--- config.mk ---
export PLATFORM = sky130hd
export DESIGN_NAME = dbf_divu
export DESIGN_NICKNAME = d
export VERILOG_FILES = /design/src/rtl/assert_macros.svh /design/src/rtl/dbf_divu.sv
export SDC_FILE = /design/constraint.sdc
export NUM_CORES = 1
export LEC_CHECK = 0
export BUFFER_PORTS_ARGS = -buffer_cell sky130_fd_sc_hd__clkbuf_2
export CAP_MARGIN = 20
export CORE_MARGIN = 1
export CORE_UTILIZATION = 48
export DETAILED_ROUTE_END_ITERATION = 7
export PLACE_DENSITY = 0.79
export REMOVE_ABC_BUFFERS = 1
export SLEW_MARGIN = 40
export SYNTH_ARGS = -nofsm -noshare
export SYNTH_HDL_FRONTEND = slang
export SYNTH_SLANG_ARGS = --single-unit
--- constraint.sdc ---
create_clock -name clk -period 2.7 [get_ports clk]
set_clock_uncertainty 0.05 [all_clocks]
set_input_delay 0.135 -clock clk [delete_from_list [all_inputs] [get_ports clk]]
set_output_delay 0.135 -clock clk [all_outputs]
set_load 0.05 [all_outputs]
--- src/rtl/assert_macros.svh ---
// Assertion macros shared by the RTL modules.
// No dependencies; define ASSERT_OFF to compile them out.
`ifndef ASSERT_MACROS_SVH
`define ASSERT_MACROS_SVH
`ifndef ASSERT_OFF
`define ASSERT_IMPL(label, clk, rst_n, prop, msg) \
  label: assert property (@(posedge clk) disable iff (!rst_n) prop) else $error(msg);
`define ASSERT_NEVER(label, clk, rst_n, expr, msg) \
  label: assert property (@(posedge clk) disable iff (!rst_n) !(expr)) else $error(msg);
`else
`define ASSERT_IMPL(label, clk, rst_n, prop, msg)
`define ASSERT_NEVER(label, clk, rst_n, expr, msg)
`endif
`endif

--- src/rtl/dbf_divu.sv ---
// Restoring divider, one quotient bit per cycle (remainder and quotient).
// Depends on nothing; used for hash modulo and region index.
`default_nettype none
module dbf_divu #(
  parameter int W = 32,
  parameter int DW = 13
) (
  input  wire logic          clk,
  input  wire logic          rst_n,
  input  wire logic          start,
  input  wire logic [W-1:0]  dividend,
  input  wire logic [DW-1:0] divisor,
  output logic               done,
  output logic [W-1:0]       quotient,
  output logic [DW-1:0]      remainder
);
  localparam int CW = $clog2(W + 1);
  logic [W-1:0]  q_r, q_nxt;
  logic [DW:0]   rem_r, rem_nxt;
  logic [DW-1:0] d_r, d_nxt;
  logic [CW-1:0] cnt_r, cnt_nxt;
  logic          busy_r, busy_nxt, done_r, done_nxt;
  logic [DW+1:0] trial;

  always_comb begin
    q_nxt = q_r; rem_nxt = rem_r; d_nxt = d_r; cnt_nxt = cnt_r;
    busy_nxt = busy_r; done_nxt = 1'b0;
    trial = {rem_r, q_r[W-1]} - {2'b00, d_r};
    if (start) begin
      q_nxt = dividend; rem_nxt = '0; d_nxt = divisor;
      cnt_nxt = CW'(W); busy_nxt = 1'b1;
    end else if (busy_r) begin
      if (!trial[DW+1]) begin
        rem_nxt = trial[DW:0];
        q_nxt = {q_r[W-2:0], 1'b1};
      end else begin
        rem_nxt = {rem_r[DW-1:0], q_r[W-1]};
        q_nxt = {q_r[W-2:0], 1'b0};
      end
      cnt_nxt = cnt_r - 1'b1;
      if (cnt_r == CW'(1)) begin
        busy_nxt = 1'b0; done_nxt = 1'b1;
      end
    end
  end

  always_ff @(posedge clk) begin
    if (!rst_n) begin
      busy_r <= 1'b0; done_r <= 1'b0; cnt_r <= '0;
    end else begin
      busy_r <= busy_nxt; done_r <= done_nxt; cnt_r <= cnt_nxt;
    end
    q_r <= q_nxt; rem_r <= rem_nxt; d_r <= d_nxt;
  end

  assign done = done_r;
  assign quotient = q_r;
  assign remainder = rem_r[DW-1:0];
endmodule
`default_nettype wire

==> reports/summary.log <==
INFO  outcome        run_status=finished, violations left
INFO  outcome        failing_checks=setup timing
INFO  detailed_routing dr_total_vias=2677
INFO  place          dp.final_hpwl=5240um
INFO  timing         slew_violations=0
INFO  clocking       cts_made_buffers=9
INFO  die            floorplan.die.width=87.8um
INFO  synthesis      synth-main-ff-cell=sky130_fd_sc_hd__edfxtp_1
INFO  finish         top_library_cells_by_usage_in_the_layout_fill_and_taps_aside=93 x sky130_fd_sc_hd__clkbuf_2, 45 x sky130_fd_sc_hd__edfxtp_1, 31 x sky130_fd_sc_hd__mux2_2
INFO  die            placementRows=30
INFO  die            core=0.00694sqmm
INFO  clocking       cts_tree=built
INFO  detailed_routing initialDrtViolationCount=146
INFO  die            floorplan.initialDensity=50.9%
INFO  place          place.gp.congestion=0.872
INFO  setup_path     slowest_stage=sky130_fd_sc_hd__edfxtp_1
INFO  setup_path     kind_of_start_point_of_the_critical_path=flop
INFO  grt            initial_antenna_violation_count=0
INFO  clocking       max-clock-path-buffers=2
INFO  detailed_routing antenna_left=0
INFO  clocking       cts_htree_levels=3
INFO  grt            wire_length_of_the_first_global_routing_pass=11900um
INFO  finish         areaGrowthSynthToFinish=25.9%
INFO  grt            globalRoute.totalOverflow=0
INFO  worst_hold_path worstHoldPathType=in2reg
INFO  setup_path     timing.rr.end=rem_r[11]
INFO  timing         fin_setup_tns=-0.00769ns
INFO  synthesis      yosysWarnings=0
INFO  setup_path     crit_path_cell_trace=inv_1 -> ha_2 -> fa_2 -> nor2b_2 -> o2111ai_2 -> a21oi_2 -> or4_4 -> and2_4 -> buf_4 -> nand2b_4 -> a311oi_2
INFO  clocking       later_pin_clock_latency_in_the_skew_report=0.36ns
INFO  grt            grt_start_max_net_pins=33
INFO  clocking       clk_transition_reported_paths=0.08ns
INFO  timing         clock.fmax=369MHz
INFO  finish         layout-drive-gt1-share=41.2%
INFO  synthesis      netlist_area=0.00353sqmm
INFO  place          io_buffers=93
INFO  clocking       clock_sink_count=67
INFO  timing         setup_slack_after_layout=-0.00769ns
INFO  power          vdd_drop_max=0.000386V
INFO  power          total_power=3110uW
INFO  timing         maxSlewHeadroom=73.1%
INFO  detailed_routing routed_wl=7570um
INFO  timing         post_layout_min_period=2.71ns
INFO  grt            number_of_global_route_vias_before_repair=2590
INFO  worst_hold_path hold_start=dividend[17]
INFO  setup_path     reg2reg_from=quotient[31]
INFO  power          power.density_cell_area=700mW/mm^2
INFO  setup_path     setup.worst_path.class=reg2reg
INFO  detailed_routing wl_met1=3210um
INFO  timing         layout_worst_path_cycle_share=100%
INFO  worst_hold_path hold_path_depth=2
INFO  synthesis      flops_latches_synth=67
INFO  worst_hold_path end_of_the_worst_hold_path=quotient[17]
INFO  setup_path     reg2regPathDepth=11
INFO  die            io_pins=94
INFO  timing         final_hold_viol_count=0
INFO  timing         transition_time_at_the_pin_with_the_least_slew_margin=0.403ns
INFO  clocking       cts.root.buffer_cell=sky130_fd_sc_hd__clkbuf_8
INFO  power          cellLeakagePower=0.00198uW
INFO  detailed_routing dr.pass1.iters=4
INFO  finish         n_antenna_cell=0
INFO  setup_path     crit_required=2.92ns
INFO  grt            grt_util_all_layers=20.8%
INFO  detailed_routing detail_route.drc_violations=0
INFO  setup_path     critPathArrivalTime=2.93ns
INFO  timing         setup-violations-final=1
INFO  timing         rsz0062_at_grt=true
INFO  setup_path     reg2reg_setup_slack=-0.008ns
INFO  synthesis      ys_async_sr_fraction=0%
INFO  die            fp.dieArea=0.00771sqmm
INFO  detailed_routing vias_cell=5.17
INFO  finish         number_of_nets_at_the_end_of_the_flow=481
INFO  detailed_routing detailroute.wirelength.met2=3540um
INFO  synthesis      avgSynthCellArea=11.5squm
INFO  detailed_routing highest-signal-layer=met4
INFO  setup_path     cp_max_stage_delay=0.45ns
INFO  synthesis      edff_count_synth=45
INFO  detailed_routing met3_wirelength=652um
INFO  synthesis      cell_count_after_synthesis=306
INFO  synthesis      yosysSeqAreaShare=50.7%
INFO  synthesis      yosys.cell_types.count=43
INFO  detailed_routing post_drt_wl_per_cell=14.6um
INFO  job            cap_violations=0
INFO  finish         final_common_cell=sky130_fd_sc_hd__clkbuf_2
INFO  die            die_h=87.8um
INFO  setup_path     cp_max_fo=4
INFO  setup_path     timing.critical_path.to_type=flop
cell usage after synthesis (3+ instances only):
| master | number | area, sq um |
|---|---|---|
| sky130_fd_sc_hd__xnor2_1 | 8 | 70.1 |
| sky130_fd_sc_hd__o22ai_1 | 3 | 18.8 |
| sky130_fd_sc_hd__inv_1 | 19 | 71.3 |
| sky130_fd_sc_hd__ha_1 | 15 | 188 |
| sky130_fd_sc_hd__edfxtp_1 | 45 | 1350 |
| sky130_fd_sc_hd__buf_4 | 13 | 97.6 |
| sky130_fd_sc_hd__nor2b_1 | 5 | 31.3 |
| sky130_fd_sc_hd__nand3_1 | 6 | 30.0 |
| sky130_fd_sc_hd__o21a_1 | 3 | 22.5 |
| sky130_fd_sc_hd__mux2_2 | 31 | 349 |
| sky130_fd_sc_hd__a21o_1 | 5 | 37.5 |
| sky130_fd_sc_hd__a31oi_1 | 3 | 18.8 |
| sky130_fd_sc_hd__mux2i_1 | 9 | 90.1 |
| sky130_fd_sc_hd__nor3_1 | 4 | 20.0 |
| sky130_fd_sc_hd__nand4_1 | 3 | 18.8 |
| sky130_fd_sc_hd__dfxtp_1 | 22 | 440 |
| sky130_fd_sc_hd__nand2_1 | 18 | 67.6 |
| sky130_fd_sc_hd__clkbuf_1 | 5 | 18.8 |
| sky130_fd_sc_hd__buf_1 | 4 | 15.0 |
| sky130_fd_sc_hd__a21oi_1 | 10 | 50.1 |
| sky130_fd_sc_hd__a211oi_1 | 10 | 75.1 |
| sky130_fd_sc_hd__o21ai_0 | 8 | 40.0 |
| sky130_fd_sc_hd__xor2_1 | 5 | 43.8 |
| sky130_fd_sc_hd__nor2_1 | 25 | 93.8 |
metrics by stage:
step	worst slack (ns)	instance area (sq um)	utilization, %	hold slack (ns)	std cells
finish	-0.00769	4450	64.1	0.0198	518
global route	-0.0939	4450	64.1	0.00615	518
CTS	0.0175	4420	63.6	0.00444	515
detailed placement	-0.0116	4050	58.3	0.264	484
global placement	0.147	4050	58.3	0.264	484
floorplan	-0.340	3360	-	0.153	281
cells by family after synthesis:
group | count (synthesis) | share of synthesized area [%]
AO/OA/AOI/OAI | 56 | 11.1
XOR/XNOR | 13 | 3.22
adder cells (fa/ha/maj) | 16 | 5.88
buffers and inverters | 44 | 6.94
flip-flops | 67 | 50.7
multiplexers | 40 | 12.4
AND/OR/NAND/NOR | 70 | 9.70
worst max-delay path by stage:
stage | end | from
global placement | rem_r[8] | quotient[31]
finish | rem_r[11] | quotient[31]
floorplan | rem_r[11] | rem_r[10]
CTS | rem_r[11] | quotient[31]
detailed placement | rem_r[10] | quotient[31]
global route | rem_r[11] | d_r[4]
final cells by class:
| type | instances | area [sq um] |
|---|---|---|
| fill | 560 | 2490 |
| sequential | 67 | 1790 |
| multi-input combinational | 195 | 1520 |
| timing repair buffer | 125 | 743 |
| clock buffer | 9 | 124 |
| tap | 96 | 120 |
| clock inverter | 7 | 77.6 |
| inverter | 19 | 71.3 |
registers in the layout, indices dropped and copies added (netlist names):
| signal | cells |
|---|---|
| busy_r | 1 |
| quotient | 32 |
| done | 1 |
| cnt_r | 6 |
| d_r | 13 |
| rem_r | 14 |
critical path, delay by kind of cell (launching register included):
| kind | cells | cell delay [ns] |
|---|---|---|
| fa+ha+maj | 2 | 0.44 |
| buf+inv | 2 | 0.23 |
| flops | 1 | 0.45 |
| compound gates | 3 | 0.64 |
| simple gates | 4 | 0.81 |
report_power, final:
| part | switching [uW] | leakage, uW | internal (uW) |
|---|---|---|---|
| logic | 602 | 0.00125 | 373 |
| registers | 66.3 | 0.000631 | 1210 |
| clock network | 429 | 0.0000998 | 432 |
metal layers:
| layer | track usage, % | vias to the layer above |
|---|---|---|
| met3 | 8.29 | 16 |
| met2 | 33.4 | 108 |
| met1 | 24.1 | 1228 |
| li1 | - | 1325 |
| met5 | 0 | - |
| met4 | 10.7 | 0 |
timing repair:
action                                  4_1_cts  5_1_grt
endpoints found under the setup margin       11       14
resized for setup                             4        4
hold buffers                                 15        0
pin swaps                                     1       10
buffers inserted                              0        3
endpoints found under the hold margin        16        0
(Power assumes the default switching activity.)
